$ cat src/sv/advection_diffusion_stencil_macros.svh
// Assertion macros for the advection/diffusion stencil pipeline.
// Depends on nothing; included by the top-level module, which carries the assertions.
`ifndef ADVECTION_DIFFUSION_STENCIL_MACROS_SVH
`define ADVECTION_DIFFUSION_STENCIL_MACROS_SVH

`ifndef ASSERT_OFF
// Same-cycle implication
`define ADST_ASSERT_IMP(lbl, clk, rst_n, ante, cons, msg) \
  lbl: assert property (@(posedge clk) disable iff (!rst_n) (ante) |-> (cons)) \
    else $error(msg);
// Next-cycle implication
`define ADST_ASSERT_NXT(lbl, clk, rst_n, ante, cons, msg) \
  lbl: assert property (@(posedge clk) disable iff (!rst_n) ante |=> (cons)) \
    else $error(msg);
`else
`define ADST_ASSERT_IMP(lbl, clk, rst_n, ante, cons, msg)
`define ADST_ASSERT_NXT(lbl, clk, rst_n, ante, cons, msg)
`endif

`endif

$ cat src/sv/adst_pkg.sv
// Shared types, constants and fixed-point helpers of the stencil pipeline.
// No dependencies.
package adst_pkg;

  localparam int FracBits = 16;

  // Register reset value: 1.0 in Q16.16
  localparam logic [30:0] CfgReset = 31'd65536;

  typedef enum logic [2:0] {
    CfgViscosity = 3'd0,
    CfgInvDxX    = 3'd1,
    CfgInvDxY    = 3'd2,
    CfgInvDxXSq  = 3'd3,
    CfgInvDxYSq  = 3'd4
  } cfg_idx_e;

  typedef struct packed {
    logic [30:0] viscosity;
    logic [30:0] inv_dx_x;
    logic [30:0] inv_dx_y;
    logic [30:0] inv_dx_x_sq;
    logic [30:0] inv_dx_y_sq;
  } cfg_t;

  typedef struct packed {
    logic signed [31:0] u_center;
    logic signed [31:0] u_east;
    logic signed [31:0] u_west;
    logic signed [31:0] u_north;
    logic signed [31:0] u_south;
    logic signed [31:0] v_center;
    logic signed [31:0] v_east;
    logic signed [31:0] v_west;
    logic signed [31:0] v_north;
    logic signed [31:0] v_south;
  } in_item_t;

  typedef struct packed {
    logic signed [31:0] rhs_x;
    logic signed [31:0] rhs_y;
  } out_item_t;

  // Face averages and saturated second differences
  typedef struct packed {
    logic signed [31:0] fue;
    logic signed [31:0] fuw;
    logic signed [31:0] fun;
    logic signed [31:0] fus;
    logic signed [31:0] fve;
    logic signed [31:0] fvw;
    logic signed [31:0] fvn;
    logic signed [31:0] fvs;
    logic signed [31:0] sdu_x;
    logic signed [31:0] sdu_y;
    logic signed [31:0] sdv_x;
    logic signed [31:0] sdv_y;
  } prep_t;

  // Raw full products of the first multiplier rank
  typedef struct packed {
    logic signed [63:0] ue2;
    logic signed [63:0] uw2;
    logic signed [63:0] unvn;
    logic signed [63:0] usvs;
    logic signed [63:0] vn2;
    logic signed [63:0] vs2;
    logic signed [63:0] ueve;
    logic signed [63:0] uwvw;
    logic signed [63:0] dux;
    logic signed [63:0] duy;
    logic signed [63:0] dvx;
    logic signed [63:0] dvy;
  } prod_t;

  // Saturated intermediate terms
  typedef struct packed {
    logic signed [31:0] adv_x;
    logic signed [31:0] cross_x;
    logic signed [31:0] diff_x;
    logic signed [31:0] adv_y;
    logic signed [31:0] cross_y;
    logic signed [31:0] diff_y;
  } term_t;

  // Raw full products of the second multiplier rank
  typedef struct packed {
    logic signed [63:0] adv_x;
    logic signed [63:0] cross_x;
    logic signed [63:0] visc_x;
    logic signed [63:0] adv_y;
    logic signed [63:0] cross_y;
    logic signed [63:0] visc_y;
  } scal_t;

  function automatic logic signed [31:0] sat34(input logic signed [33:0] x);
    if (x > 34'sd2147483647) begin
      sat34 = 32'sh7fffffff;
    end else if (x < -34'sd2147483648) begin
      sat34 = 32'sh80000000;
    end else begin
      sat34 = x[31:0];
    end
  endfunction

  // Drop fraction bits (floor), then clamp to 32 bits
  function automatic logic signed [31:0] fmul_sat(input logic signed [63:0] p);
    logic signed [63:0] s;
    s = p >>> FracBits;
    if (s > 64'sd2147483647) begin
      fmul_sat = 32'sh7fffffff;
    end else if (s < -64'sd2147483648) begin
      fmul_sat = 32'sh80000000;
    end else begin
      fmul_sat = s[31:0];
    end
  endfunction

  function automatic logic signed [63:0] mul32(input logic signed [31:0] a,
                                              input logic signed [31:0] b);
    logic signed [63:0] ax;
    logic signed [63:0] bx;
    ax = a;
    bx = b;
    mul32 = ax * bx;
  endfunction

  function automatic logic signed [31:0] cfg_s(input logic [30:0] r);
    cfg_s = {1'b0, r};
  endfunction

  function automatic logic signed [33:0] ext34(input logic signed [31:0] a);
    ext34 = {{2{a[31]}}, a};
  endfunction

  // Floor of (a + b) / 2
  function automatic logic signed [31:0] avg2(input logic signed [31:0] a,
                                             input logic signed [31:0] b);
    logic signed [32:0] s;
    s = {a[31], a} + {b[31], b};
    avg2 = s[32:1];
  endfunction

  // a - 2c + b, clamped
  function automatic logic signed [31:0] sec_diff(input logic signed [31:0] a,
                                                 input logic signed [31:0] c,
                                                 input logic signed [31:0] b);
    logic signed [33:0] s;
    s = ext34(a) - {c[31], c, 1'b0} + ext34(b);
    sec_diff = sat34(s);
  endfunction

endpackage

$ cat src/sv/adst_prep.sv
// Stage 1: face averages and second differences of the stencil.
// Depends on adst_pkg.
module adst_prep (
  input  logic             clk_i,
  input  logic             rst_ni,
  input  logic             valid_i,
  output logic             ready_o,
  input  adst_pkg::in_item_t item_i,
  output logic             valid_o,
  input  logic             ready_i,
  output adst_pkg::prep_t  data_o
);

  logic            valid_q;
  adst_pkg::prep_t data_d, data_q;

  assign ready_o = !valid_q || ready_i;

  always_comb begin
    data_d.fue   = adst_pkg::avg2(item_i.u_east, item_i.u_center);
    data_d.fuw   = adst_pkg::avg2(item_i.u_center, item_i.u_west);
    data_d.fun   = adst_pkg::avg2(item_i.u_north, item_i.u_center);
    data_d.fus   = adst_pkg::avg2(item_i.u_center, item_i.u_south);
    data_d.fve   = adst_pkg::avg2(item_i.v_east, item_i.v_center);
    data_d.fvw   = adst_pkg::avg2(item_i.v_center, item_i.v_west);
    data_d.fvn   = adst_pkg::avg2(item_i.v_north, item_i.v_center);
    data_d.fvs   = adst_pkg::avg2(item_i.v_center, item_i.v_south);
    data_d.sdu_x = adst_pkg::sec_diff(item_i.u_east, item_i.u_center, item_i.u_west);
    data_d.sdu_y = adst_pkg::sec_diff(item_i.u_north, item_i.u_center, item_i.u_south);
    data_d.sdv_x = adst_pkg::sec_diff(item_i.v_east, item_i.v_center, item_i.v_west);
    data_d.sdv_y = adst_pkg::sec_diff(item_i.v_north, item_i.v_center, item_i.v_south);
  end

  always_ff @(posedge clk_i or negedge rst_ni) begin
    if (!rst_ni) begin
      valid_q <= 1'b0;
    end else if (ready_o) begin
      valid_q <= valid_i;
    end
  end

  always_ff @(posedge clk_i) begin
    if (ready_o && valid_i) begin
      data_q <= data_d;
    end
  end

  assign valid_o = valid_q;
  assign data_o  = data_q;

endmodule

$ cat config.mk
export PLATFORM = sky130hd
export DESIGN_NAME = adst_prep
export DESIGN_NICKNAME = d
export VERILOG_FILES = /design/src/sv/advection_diffusion_stencil_macros.svh /design/src/sv/adst_pkg.sv /design/src/sv/adst_prep.sv
export SDC_FILE = /design/constraint.sdc
export NUM_CORES = 1
export LEC_CHECK = 0
export ABC_AREA = 1
export BUFFER_PORTS_ARGS = -buffer_cell sky130_fd_sc_hd__buf_4
export CAP_MARGIN = 20
export CORE_AREA = 3 3 274 276
export DETAILED_ROUTE_END_ITERATION = 10
export DIE_AREA = 0 0 277 279
export MAX_ROUTING_LAYER = met4
export PLACE_DENSITY = 0.79
export SLEW_MARGIN = 15
export SYNTH_ARGS = -nofsm -noshare
export SYNTH_HDL_FRONTEND = slang
export SYNTH_SLANG_ARGS = --single-unit
$ cat constraint.sdc
create_clock -name clk_i -period 24.9 [get_ports clk_i]
set_clock_uncertainty 0.05 [all_clocks]
set_input_delay 4.98 -clock clk_i [delete_from_list [all_inputs] [get_ports clk_i]]
set_output_delay 4.98 -clock clk_i [all_outputs]
set_load 0.005 [all_outputs]
# Word-level counts from Yosys, hierarchy flattened

Index checks and enable logic that the tools add are counted.

Add/subtract/negate cells: 16
Order comparisons: 8
Mux-type cells: 4
Reduce and logical (&&, ||, !) cells: 3

Operator list:

| cell                                                                              | count |
|---|---|
| 32-bit by 32-bit adder with 33-bit output                                         | 8 |
| 34-bit adder                                                                      | 4 |
| 34-bit by 32-bit greater-than comparator with 1-bit output, second input constant | 4 |
| 34-bit by 32-bit < comparator with 1-bit output, second input constant            | 4 |
| 32-bit by 33-bit subtractor with 34-bit output                                    | 4 |
| 32-bit two-way mux                                                                | 4 |
| 1-bit logical AND                                                                 | 1 |
| 1-bit zero test                                                                   | 1 |
| 1-bit logical OR                                                                  | 1 |

Flip-flop bits (word level): 385
Bits of input ports: 324
Output and inout port bits: 386
Word-level logic and storage cells: 44

# Longest topological paths before layout

Depth in word-level cells: 4
Mapped depth: 20
Depth with buffers taken out: 18

# Worst setup path before layout

Ideal clock, no wire load.

Path kind: input -> register
Start: input port valid_i
End: register data_q, in the netlist data_o[0] (enable)
Arrival: 23.410 ns
Required time: 23.592 ns
Setup slack: 0.182 ns
Stages on the path: 2
Cells stage by stage: inv_1 -> a21oi_1

Cells in the longest elaborated chain, start to end: 1

RTL lines:

| element                | RTL line        | RTL |
|---|---|---|
| start: declaration     | adst_prep.sv:6  | `input logic valid_i,` |
| 1-bit logical AND      | adst_prep.sv:43 | `if (ready_o && valid_i) begin` |
| end signal: assignment | adst_prep.sv:44 | `data_q <= data_d;` |
| end: declaration       | adst_prep.sv:15 | `adst_pkg::prep_t data_d, data_q;` |

Every way passes these cells.
A chain may end at the register's enable or synchronous reset.

# Worst setup path after layout

Start: input port ready_i
End: output port ready_o

Cells in the longest elaborated chain, start to end: 1

RTL lines:

| element            | RTL line        | RTL |
|---|---|---|
| start: declaration | adst_prep.sv:10 | `input logic ready_i,` |
| 1-bit logical OR   | adst_prep.sv:17 | `assign ready_o = !valid_q \|\| ready_i;` |
| end: declaration   | adst_prep.sv:7  | `output logic ready_o,` |

Every way passes these cells.

==> impl_metrics.tcl <==
set metrics [dict create \
    drt_iter0_drc 3879 \
    dr.pass1.iters 6 \
    grt_first_pass_wirelength_um 233500 \
    drc 0 \
    vias 40790 \
    synth_largest_area_cell "edfxtp_1" \
    syn2layout_area_growth_pct 19.47 \
    worst_slew_margin_rel 0.3249 \
    drv_cap 0 \
    finalSetupViolations 0 \
    fin_crit_ns 10.46 \
    worstMarginPinSlew_ns 1.013 \
    postLayoutCellArea_mm2 0.04811 \
    drv_slew 0 \
    viasPerCell 5.590 \
    max_freq_mhz 95.59 \
    synth_area_leaders "edfxtp_1 29%, nand2_1 13%, ha_1 12%" \
    setup_ws_ns 14.44 \
    cts_tree "yes" \
    total_leakage_power_nw 24.95 \
    drive_above_1_share 0.1299 \
    hold_buffers 0 \
    clock_sinks 385 \
    io_pins 710 \
    hp-class "flop to flop" \
    clock_latency_ns 0.60 \
    grt_usage 0.4133 \
    min_period_over_period 0.4201 \
    syn-cell-area_mm2 0.04027 \
    synth_common_cells "1408 x nand2_1, 1155 x inv_1, 565 x nor2_1" \
    cp_slowest_cell "buf_4" \
    synth_cell_type_count 39 \
    cp.required_ns 19.87 \
    hold_depth 2 \
    hold_path_end "valid_o" \
    synth.avg_cell_area_um2 7.248 \
    finalWeightedCongestion 1.077 \
    regArea_mm2 0.01156 \
    initial_utilization 0.5529 \
    post_dp_cell_area_mm2 0.04661 \
    grt_pass1_vias 38290 \
    dp.cells 7204 \
    syn_nets 6400 \
    finalNonFillerCells 7296 \
    ys_ff_latch 385 \
    crit_chain "buf_4 > inv_1 > nand2_1 > buf_4" \
    num_rows 99 \
    antenna_found_initial 10 \
    io_buffers 709 \
    ff2ff_path_depth 5 \
    pre_cts_ws_ns 14.44 \
    hold_violations 0 \
    crit_top_cell "buf_4" \
    whs_ns 0.5754 \
    clk_pin_slew_ns 0.06 \
    cp.arrival_ns 5.43 \
    grt_max_degree 168 \
    die_h_um 279 \
    hold_path_startpoint "valid_o" \
    cts_buffer_depth 3 \
    p_per_area_mw_per_mm2 64.97 \
    dpl.hpwl_um 137700 \
    critPathKind "input pin to output pin" \
    htreeDepth 2 \
    synth_edf_count 384 \
    cp-start-kind "input pin" \
    fin_util 0.6606 \
    end_kind "output pin" \
    design.die.area_mm2 0.07728 \
    fin_setup_tns_ns 0 \
    post_cts_resize_count 0 \
    multiInputGateArea_mm2 0.02415 \
    fill_cells 6527 \
    ir_drop_mv 0.05974 \
    grt-ovfl-total 0 \
    wl_per_cell_um 22.04 \
    r2r_slack_ns 21.29 \
    synth-seq-area-share 0.2869 \
    synth_top_area_frac 0.2863 \
    cp_top_family "buffers and inverters" \
    cp_max_fo 2 \
    cts_root_buf "clkbuf_16" \
    synth_async_sr_flop_share 0.002597 \
    rsz0062_at_grt "false" \
    die_w_um 277 \
    drt-total-wl_um 160800 \
    nets 7136 \
    yosys.cell_count.top_type "nand2_1" \
    yosysWarnings 0 \
    totalPowerFinal_mw 3.126 \
    status "finished clean" \
    cts_buffers 44 \
    cpPeakStageDelay_ns 0.14 \
    core-area_mm2 0.07283 \
    ant_nets 0 \
    reg2reg_from "valid_o" \
    synthFlopType "edfxtp_1" \
    r2r_end "data_o[126]" \
    syn_inst 5556 \
    crit_buf_inv 3 \
    post_cts_buffers 0 \
]
[cell families after synthesis]
kind of cell	after synthesis	synth area share
xor gates and xnor gates	313	0.06807
adders and majority gates	520	0.1869
and+or+nand+nor	2289	0.2264
DFF	385	0.2869
buffers and inverters	1183	0.1140
AOI/OAI and AO/OA	866	0.1176
[report_power, final]
part           switching (mW)  internal, mW  leakage, nW  total (mW)
registers              0.0446         0.894         3.67       0.939
logic                   0.967         0.545         20.6        1.51
clock network           0.291         0.383        0.701       0.675
total                    1.30          1.82         25.0        3.13
[layout by cell type, fill, tap and decap left out, types with 56 or more instances in the layout]
master	instances
fa_1	136
o21bai_1	56
nor2_1	565
nand2_1	1408
edfxtp_1	384
nand3_1	199
buf_4	714
o21ai_0	216
xnor2_1	79
a21oi_1	451
inv_1	1155
xor2_1	234
ha_1	384
[area by class of cell]
| cell class | instances | share of cell area |
|---|---|---|
| multi-input combinational | 3988 | 0.5020 |
| sequential | 385 | 0.2402 |
| timing repair buffer | 716 | 0.1122 |
| inverter | 1157 | 0.09027 |
| tap | 959 | 0.02494 |
| clock buffer | 51 | 0.02387 |
| clock inverter | 29 | 0.005955 |
| antenna | 11 | 0.0005721 |
[flip-flops by register name, indices dropped and copies added (netlist names)]
name and cells:
data_o 384, valid_o 1
[worst max-delay path by stage]
stage,end,from,cells after the start,slack [ns]
6_report,ready_o,ready_i,4,14.44
5_1_grt,ready_o,ready_i,4,14.40
4_1_cts,ready_o,ready_i,4,14.44
3_5_place_dp,ready_o,ready_i,4,14.44
3_3_place_gp,ready_o,ready_i,4,14.45
2_1_floorplan,data_o[0],valid_i,2,0.18
[metal layers]
| layer | vias up | GRT usage | part of all wire |
|---|---|---|---|
| li1 | 19230 | - | - |
| met3 | 544 | 0.09239 | 0.11 |
| met4 | 0 | 0.2422 | 0.074 |
| met1 | 18700 | 0.4960 | 0.38 |
| met5 | - | - | 0 |
| met2 | 2311 | 0.6415 | 0.44 |
[worst reg2reg max path, stage by stage, from the launching register on]
cell	delay [ns]
dfrtp_1	0.43
a21oi_4	0.20
buf_12	0.64
buf_4	0.89
buf_4	0.73
buf_12	0.33
Note: power is estimated with default switching activity, not from simulation.
