$ cat src/sv/advection_diffusion_stencil_macros.svh
// Assertion macros for the advection/diffusion stencil pipeline.
// Depends on nothing; included by the top-level module, which carries the assertions.
`ifndef ADVECTION_DIFFUSION_STENCIL_MACROS_SVH
`define ADVECTION_DIFFUSION_STENCIL_MACROS_SVH

`ifndef ASSERT_OFF
// Same-cycle implication
`define ADST_ASSERT_IMP(lbl, clk, rst_n, ante, cons, msg) \
  lbl: assert property (@(posedge clk) disable iff (!rst_n) (ante) |-> (cons)) \
    else $error(msg);
// Next-cycle implication
`define ADST_ASSERT_NXT(lbl, clk, rst_n, ante, cons, msg) \
  lbl: assert property (@(posedge clk) disable iff (!rst_n) ante |=> (cons)) \
    else $error(msg);
`else
`define ADST_ASSERT_IMP(lbl, clk, rst_n, ante, cons, msg)
`define ADST_ASSERT_NXT(lbl, clk, rst_n, ante, cons, msg)
`endif

`endif

$ cat src/sv/adst_pkg.sv
// Shared types, constants and fixed-point helpers of the stencil pipeline.
// No dependencies.
package adst_pkg;

  localparam int FracBits = 16;

  // Register reset value: 1.0 in Q16.16
  localparam logic [30:0] CfgReset = 31'd65536;

  typedef enum logic [2:0] {
    CfgViscosity = 3'd0,
    CfgInvDxX    = 3'd1,
    CfgInvDxY    = 3'd2,
    CfgInvDxXSq  = 3'd3,
    CfgInvDxYSq  = 3'd4
  } cfg_idx_e;

  typedef struct packed {
    logic [30:0] viscosity;
    logic [30:0] inv_dx_x;
    logic [30:0] inv_dx_y;
    logic [30:0] inv_dx_x_sq;
    logic [30:0] inv_dx_y_sq;
  } cfg_t;

  typedef struct packed {
    logic signed [31:0] u_center;
    logic signed [31:0] u_east;
    logic signed [31:0] u_west;
    logic signed [31:0] u_north;
    logic signed [31:0] u_south;
    logic signed [31:0] v_center;
    logic signed [31:0] v_east;
    logic signed [31:0] v_west;
    logic signed [31:0] v_north;
    logic signed [31:0] v_south;
  } in_item_t;

  typedef struct packed {
    logic signed [31:0] rhs_x;
    logic signed [31:0] rhs_y;
  } out_item_t;

  // Face averages and saturated second differences
  typedef struct packed {
    logic signed [31:0] fue;
    logic signed [31:0] fuw;
    logic signed [31:0] fun;
    logic signed [31:0] fus;
    logic signed [31:0] fve;
    logic signed [31:0] fvw;
    logic signed [31:0] fvn;
    logic signed [31:0] fvs;
    logic signed [31:0] sdu_x;
    logic signed [31:0] sdu_y;
    logic signed [31:0] sdv_x;
    logic signed [31:0] sdv_y;
  } prep_t;

  // Raw full products of the first multiplier rank
  typedef struct packed {
    logic signed [63:0] ue2;
    logic signed [63:0] uw2;
    logic signed [63:0] unvn;
    logic signed [63:0] usvs;
    logic signed [63:0] vn2;
    logic signed [63:0] vs2;
    logic signed [63:0] ueve;
    logic signed [63:0] uwvw;
    logic signed [63:0] dux;
    logic signed [63:0] duy;
    logic signed [63:0] dvx;
    logic signed [63:0] dvy;
  } prod_t;

  // Saturated intermediate terms
  typedef struct packed {
    logic signed [31:0] adv_x;
    logic signed [31:0] cross_x;
    logic signed [31:0] diff_x;
    logic signed [31:0] adv_y;
    logic signed [31:0] cross_y;
    logic signed [31:0] diff_y;
  } term_t;

  // Raw full products of the second multiplier rank
  typedef struct packed {
    logic signed [63:0] adv_x;
    logic signed [63:0] cross_x;
    logic signed [63:0] visc_x;
    logic signed [63:0] adv_y;
    logic signed [63:0] cross_y;
    logic signed [63:0] visc_y;
  } scal_t;

  function automatic logic signed [31:0] sat34(input logic signed [33:0] x);
    if (x > 34'sd2147483647) begin
      sat34 = 32'sh7fffffff;
    end else if (x < -34'sd2147483648) begin
      sat34 = 32'sh80000000;
    end else begin
      sat34 = x[31:0];
    end
  endfunction

  // Drop fraction bits (floor), then clamp to 32 bits
  function automatic logic signed [31:0] fmul_sat(input logic signed [63:0] p);
    logic signed [63:0] s;
    s = p >>> FracBits;
    if (s > 64'sd2147483647) begin
      fmul_sat = 32'sh7fffffff;
    end else if (s < -64'sd2147483648) begin
      fmul_sat = 32'sh80000000;
    end else begin
      fmul_sat = s[31:0];
    end
  endfunction

  function automatic logic signed [63:0] mul32(input logic signed [31:0] a,
                                              input logic signed [31:0] b);
    logic signed [63:0] ax;
    logic signed [63:0] bx;
    ax = a;
    bx = b;
    mul32 = ax * bx;
  endfunction

  function automatic logic signed [31:0] cfg_s(input logic [30:0] r);
    cfg_s = {1'b0, r};
  endfunction

  function automatic logic signed [33:0] ext34(input logic signed [31:0] a);
    ext34 = {{2{a[31]}}, a};
  endfunction

  // Floor of (a + b) / 2
  function automatic logic signed [31:0] avg2(input logic signed [31:0] a,
                                             input logic signed [31:0] b);
    logic signed [32:0] s;
    s = {a[31], a} + {b[31], b};
    avg2 = s[32:1];
  endfunction

  // a - 2c + b, clamped
  function automatic logic signed [31:0] sec_diff(input logic signed [31:0] a,
                                                 input logic signed [31:0] c,
                                                 input logic signed [31:0] b);
    logic signed [33:0] s;
    s = ext34(a) - {c[31], c, 1'b0} + ext34(b);
    sec_diff = sat34(s);
  endfunction

endpackage

$ cat src/sv/adst_reduce.sv
// Stage 3: rescale products, form saturated differences and diffusion sums.
// Depends on adst_pkg.
module adst_reduce (
  input  logic            clk_i,
  input  logic            rst_ni,
  input  logic            valid_i,
  output logic            ready_o,
  input  adst_pkg::prod_t data_i,
  output logic            valid_o,
  input  logic            ready_i,
  output adst_pkg::term_t data_o
);

  logic            valid_q;
  adst_pkg::term_t data_d, data_q;

  assign ready_o = !valid_q || ready_i;

  always_comb begin
    data_d.adv_x   = adst_pkg::sat34(adst_pkg::ext34(adst_pkg::fmul_sat(data_i.ue2))
                                     - adst_pkg::ext34(adst_pkg::fmul_sat(data_i.uw2)));
    data_d.cross_x = adst_pkg::sat34(adst_pkg::ext34(adst_pkg::fmul_sat(data_i.unvn))
                                     - adst_pkg::ext34(adst_pkg::fmul_sat(data_i.usvs)));
    data_d.diff_x  = adst_pkg::sat34(adst_pkg::ext34(adst_pkg::fmul_sat(data_i.dux))
                                     + adst_pkg::ext34(adst_pkg::fmul_sat(data_i.duy)));
    data_d.adv_y   = adst_pkg::sat34(adst_pkg::ext34(adst_pkg::fmul_sat(data_i.vn2))
                                     - adst_pkg::ext34(adst_pkg::fmul_sat(data_i.vs2)));
    data_d.cross_y = adst_pkg::sat34(adst_pkg::ext34(adst_pkg::fmul_sat(data_i.ueve))
                                     - adst_pkg::ext34(adst_pkg::fmul_sat(data_i.uwvw)));
    data_d.diff_y  = adst_pkg::sat34(adst_pkg::ext34(adst_pkg::fmul_sat(data_i.dvx))
                                     + adst_pkg::ext34(adst_pkg::fmul_sat(data_i.dvy)));
  end

  always_ff @(posedge clk_i or negedge rst_ni) begin
    if (!rst_ni) begin
      valid_q <= 1'b0;
    end else if (ready_o) begin
      valid_q <= valid_i;
    end
  end

  always_ff @(posedge clk_i) begin
    if (ready_o && valid_i) begin
      data_q <= data_d;
    end
  end

  assign valid_o = valid_q;
  assign data_o  = data_q;

endmodule

$ cat config.mk
export PLATFORM = sky130hd
export DESIGN_NAME = adst_reduce
export DESIGN_NICKNAME = d
export VERILOG_FILES = /design/src/sv/advection_diffusion_stencil_macros.svh /design/src/sv/adst_pkg.sv /design/src/sv/adst_reduce.sv
export SDC_FILE = /design/constraint.sdc
export NUM_CORES = 1
export LEC_CHECK = 0
export BUFFER_PORTS_ARGS = -buffer_cell sky130_fd_sc_hd__buf_4
export CAP_MARGIN = 20
export CORE_AREA = 2 2 381 383
export DETAILED_ROUTE_END_ITERATION = 10
export DIE_AREA = 0 0 383 385
export PLACE_DENSITY_LB_ADDON = 0.1
export REMOVE_ABC_BUFFERS = 1
export SYNTH_ARGS = -nofsm -noshare
export SYNTH_HDL_FRONTEND = slang
export SYNTH_SLANG_ARGS = --single-unit
export TNS_END_PERCENT = 50
$ cat constraint.sdc
create_clock -name clk_i -period 5.3 [get_ports clk_i]
set_input_delay 0.265 -clock clk_i [delete_from_list [all_inputs] [get_ports clk_i]]
set_output_delay 0.265 -clock clk_i [all_outputs]
set_load 0.1 [all_outputs]
Word level (Yosys, flattened, before mapping)
Index checks and enable logic that the tools add are counted.

Register bits after elaboration: 193. Input port bits: 772. Bits in read-only memories: 0. Bits in writable memories: 0. Latch bits: 0. Logic and storage cells: 82. Memories: 0.

Divide/modulo/power cells: 0. Shift operators: 0. Multiplexer cells: 30. Bitwise operators: 0. Multipliers: 0. Order comparisons: 36. Reduce and logical (&&, ||, !) cells: 3. Add/subtract/negate cells: 6. Equality and inequality tests: 0.

Operators with widths (number): $mux 32 (30); $gt 48x32->1 const B (12); $lt 48x32->1 const B (12); $gt 33x32->1 const B (6); $lt 33x32->1 const B (6); $sub 32x32->33 (4); $add 32x32->33 (2); $logic_and 1x1->1 (1); $logic_not 1->1 (1); $logic_or 1x1->1 (1).

Longest topological paths before layout
Word-level depth: 6. Gate-level depth with buffers: 19. Mapped depth without buffers: 17.

Worst setup path after synthesis
OpenSTA, ideal clock, no wires.

Path kind: register -> register. From: register valid_q (netlist: valid_o). To: register data_q, in the netlist data_o[0] (enable). Path slack: -1416 ps. Arrival: 6142 ps. Setup time: 574 ps. Required time: 4726 ps. Path buffers: 0. Cell stages (with the launch flop): 3. Period minus slack after synthesis: 6716 ps. Path through: dfrtp_1 nand2b_1 and2_1.

Cells in the longest elaborated chain, start to end: 3.

RTL lines: start, declared (line adst_reduce.sv:14) `logic valid_q;`; start signal, assigned (line adst_reduce.sv:38) `valid_q <= valid_i;`; $logic_not 1->1 (line adst_reduce.sv:17) `assign ready_o = !valid_q || ready_i;`; $logic_or 1x1->1 (line adst_reduce.sv:17); named net ready_o (line adst_reduce.sv:7) `output logic ready_o,`; $logic_and 1x1->1 (line adst_reduce.sv:43) `if (ready_o && valid_i) begin`; end signal, assigned (line adst_reduce.sv:44) `data_q <= data_d;`; end, declared (line adst_reduce.sv:15) `adst_pkg::term_t data_d, data_q;`.

The timed path passes the listed nets, and every way through them passes these cells. A chain may end at the register's enable or synchronous reset.

Worst setup path in the final report
From: input port data_i[252] (netlist name). To: register data_q, in the netlist data_o[126] (data pin).

Cells in the longest elaborated chain, start to end: 6.

RTL lines: start, declared (line adst_reduce.sv:8) `input adst_pkg::prod_t data_i,`; $lt 48x32->1 (line adst_pkg.sv:112) `end else if (s < -64'sd2147483648) begin`; $mux 32 (line adst_pkg.sv:112); $mux 32 (*) (line adst_pkg.sv:110) `if (s > 64'sd2147483647) begin`; $add 32x32->33 (*) (line adst_reduce.sv:25) `+ adst_pkg::ext34(adst_pkg::fmul_sat(data_i.duy)));`; $lt 33x32->1 (line adst_pkg.sv:99) `end else if (x < -34'sd2147483648) begin`; $mux 32 (line adst_pkg.sv:99).

Mark *: on every way between the ends. The rest lies on a longest branch, timed or not.

==> impl_metrics.py <==
metrics = {
    "route": {
        "route.detailed.wl_per_inst_um": 21.5,
        "drt_first_pass_iters": 6,
        "route.detailed.drc": 0,
        "routed-via-count": 21700,
        "detail-route-antenna-nets": 0,
        "viasPerCell": 4.23,
        "route.final.wire_length_um": 110000,
        "drt_iter0_drc": 1089,
    },
    "die": {
        "die_x_um": 383,
        "die_area_um2": 147000,
        "die-height_um": 385,
        "core-area_um2": 143000,
        "rows": 139,
        "start_util": 0.143,
        "top_level_ports": 966,
    },
    "clock_tree": {
        "cts-root-buf": "sky130_fd_sc_hd__clkbuf_16",
        "clkTransAtPathRegs_ps": 90,
        "clock_latency_ps": 550,
        "clockBufferDepth": 2,
        "clock_net_sink_count": 193,
        "htreeDepth": 4,
        "cts-buffers-inserted": 17,
        "cts_tree": "done",
    },
    "global_route": {
        "overflow": 0,
        "grt_pass1_wl_um": 156000,
        "grt_antenna_before_repair": 25,
        "grt_start_max_net_pins": 117,
        "grt_pass1_vias": 22800,
        "grtUsageTotal": 0.145,
    },
    "placement": {
        "dpl.hpwl_um": 92200,
        "preCtsSetupSlack_ps": 88.3,
        "numPortBuffers": 773,
        "finalWeightedCongestion": 0.811,
    },
    "final_layout": {
        "post_route_cells_drive_above_1_share": 0.306,
        "finalCoreUtilization": 0.209,
        "most-common-layout-cells": "851 x sky130_fd_sc_hd__buf_4, 376 x sky130_fd_sc_hd__a21oi_1, 294 x sky130_fd_sc_hd__nand2_1, 264 x sky130_fd_sc_hd__a21o_1",
        "synthToLayoutAreaGrowth_pct": 46.1,
        "nets": 4171,
        "final_common_cell": "sky130_fd_sc_hd__buf_4",
    },
    "hold_path": {
        "worst_hold_path_type": "in -> reg",
        "worst_hold_startpoint": "data_i[656]",
        "worst_hold_path.endpoint": "data_o[160]",
        "worst_hold_path.num_cells": 4,
    },
    "timing": {
        "worst_slack_ps": 765,
        "finalSetupViolCount": 0,
        "rsz0062_at_grt": "no",
        "pins_over_slew_limit": 0,
        "final_tns_setup_ps": 0,
        "worst_max_slew_margin_expressed_relative_to_the_limit": 0.336,
        "final_worst_path_period_need_ps": 4530,
        "maximum_clock_rate_mhz": 221,
        "tightestPinTransition_ps": 996,
        "hold_violations": 0,
        "finClkSkew_ps": 11.4,
        "finalCritPeriodShare": 0.856,
        "hold_ws_ps": 250,
    },
    "synthesis": {
        "synth.ff_latch_count": 193,
        "proportion_of_synthesized_chip_area_in_sequential_cells": 0.283,
        "async_reset_ff_frac": 0.00518,
        "synth.yosys.warnings": 0,
        "synth_area_um2": 20400,
        "yosysUniqueCellTypes": 93,
        "synthFlopType": "sky130_fd_sc_hd__edfxtp_1",
        "synth_enable_flop_cells": 192,
        "netlist_instances": 2438,
        "synth_area_per_cell_um2": 8.38,
    },
    "critical_path": {
        "sort_of_element_at_the_end_of_the_critical_path": "flop",
        "crit-reg2reg-capture": "data_o[4]",
        "critical_path.reg2reg.startpoint": "valid_o",
        "start_kind": "input pin",
        "critPathMaxFanout": 9,
        "worst-endpoint-required_ps": 5600,
        "r2r_slack_ps": 3210,
        "data_arrival_critical_path_ps": 4840,
        "worst-r2r-cell-count": 3,
        "setup.worst_path.class": "in -> reg",
    },
    "outcome": {
        "status": "finished clean",
    },
    "flow_run": {
        "drv.max_cap_violation_count": 0,
    },
    "pwr": {
        "power.leakage_uw": 0.0130,
        "ir_worst_vdd_mv": 0.196,
        "power.density_nw_per_um2": 298,
    },
}
-- sequential cells by signal (all words and copies together), names as in the netlist --
name / count
data_o: 192
valid_o: 1
-- critical path: stages --
cell	delay [ps]
sky130_fd_sc_hd__buf_4	120
sky130_fd_sc_hd__or4_1	570
sky130_fd_sc_hd__o31ai_4	400
sky130_fd_sc_hd__buf_4	280
sky130_fd_sc_hd__buf_4	180
sky130_fd_sc_hd__nand2_1	60
sky130_fd_sc_hd__ha_1	380
sky130_fd_sc_hd__nand2_1	90
sky130_fd_sc_hd__o21ai_0	310
sky130_fd_sc_hd__a31oi_1	230
sky130_fd_sc_hd__a311oi_1	620
sky130_fd_sc_hd__a211oi_2	120
sky130_fd_sc_hd__o21ai_2	300
sky130_fd_sc_hd__nand4_1	130
sky130_fd_sc_hd__o311a_1	260
sky130_fd_sc_hd__buf_4	200
sky130_fd_sc_hd__maj3_1	310
-- worst max path at each step --
stage	startpoint	to
after floorplan	valid_o	data_o[0]
after global placement	data_i[252]	data_o[126]
after detailed placement	data_i[252]	data_o[117]
after CTS	data_i[252]	data_o[121]
after global routing	data_i[252]	data_o[106]
final	data_i[252]	data_o[126]
-- metrics by stage --
| stage | total power (uW) | std cells | area, um^2 |
|---|---|---|---|
| finish | 8890 | 5122 | 29900 |
| global route | 9450 | 5119 | 29800 |
| CTS | 9080 | 5117 | 29800 |
| detailed placement | 7550 | 5081 | 29200 |
| global placement | 7590 | 5081 | 29200 |
| floorplan | 5750 | 2307 | 19900 |
-- what timing repair did --
item	CTS	global route
setup buffers	0	0
hold buffers	4	0
resized for setup	0	0
hold endpoints to repair	2	0
-- metal layers --
layer | global-route usage | wire [um] | part of all wire
met2 | 0.244 | 52000 | 0.47
met1 | 0.178 | 48400 | 0.44
met5 | 0 | 97 | 0.00088
met3 | 0.0469 | 7880 | 0.072
met4 | 0.0325 | 1730 | 0.016
-- final cells by class --
| type | instances | area, um^2 |
|---|---|---|
| Fill cell | 16100 | 113000 |
| Multi-Input combinational cell | 2065 | 14100 |
| Timing Repair Buffer | 875 | 6830 |
| Sequential cell | 193 | 5790 |
| Tap cell | 1903 | 2380 |
| Clock buffer | 18 | 429 |
| Inverter | 49 | 184 |
| Clock inverter | 14 | 125 |
| Antenna cell | 5 | 12.5 |
-- cells by family (layout without fill, tap and decap cells) --
kind of cell             count (synthesis)  count (layout)  synth area share
other                                    0               5                 0
buffers and inverters                  180             956            0.0362
flip-flops                             193             193             0.283
AO/OA/AOI/OAI                         1015            1015             0.320
multiplexers                             2               2           0.00104
adder cells (fa/ha/maj)                213             213             0.131
AND/OR/NAND/NOR                        674             674             0.159
XOR/XNOR                               161             161            0.0690
-- cells in the mapped netlist, drive strengths merged (14+ instances only) --
| master | instances | area [um^2] |
|---|---|---|
| a21oi | 386 | 1980 |
| nand2 | 298 | 1130 |
| a21o | 265 | 2000 |
| edfxtp | 192 | 5770 |
| ha | 192 | 2400 |
| o21ai | 167 | 847 |
| clkbuf | 104 | 393 |
| nor2 | 101 | 402 |
| xnor2 | 81 | 709 |
| xor2 | 80 | 701 |
| nand4 | 75 | 469 |
| inv | 49 | 184 |
| nor4 | 43 | 269 |
| nand3 | 40 | 200 |
| nor2b | 31 | 194 |
| buf | 27 | 164 |
| o21a | 24 | 180 |
| a211oi | 21 | 185 |
| nor3 | 21 | 133 |
| o31ai | 19 | 176 |
| a31oi | 18 | 119 |
| o21bai | 18 | 135 |
| and3 | 17 | 106 |
| maj3 | 15 | 150 |
| o211ai | 15 | 118 |
| o41ai | 14 | 130 |
-- where the power goes --
group	switching [uW]	leakage (uW)	internal, uW	total, uW
Sequential	87.0	0.00181	2070	2160
Combinational	3640	0.0110	1660	5300
Clock	821	0.000275	619	1440
Note: power is estimated with default switching activity, not from simulation.
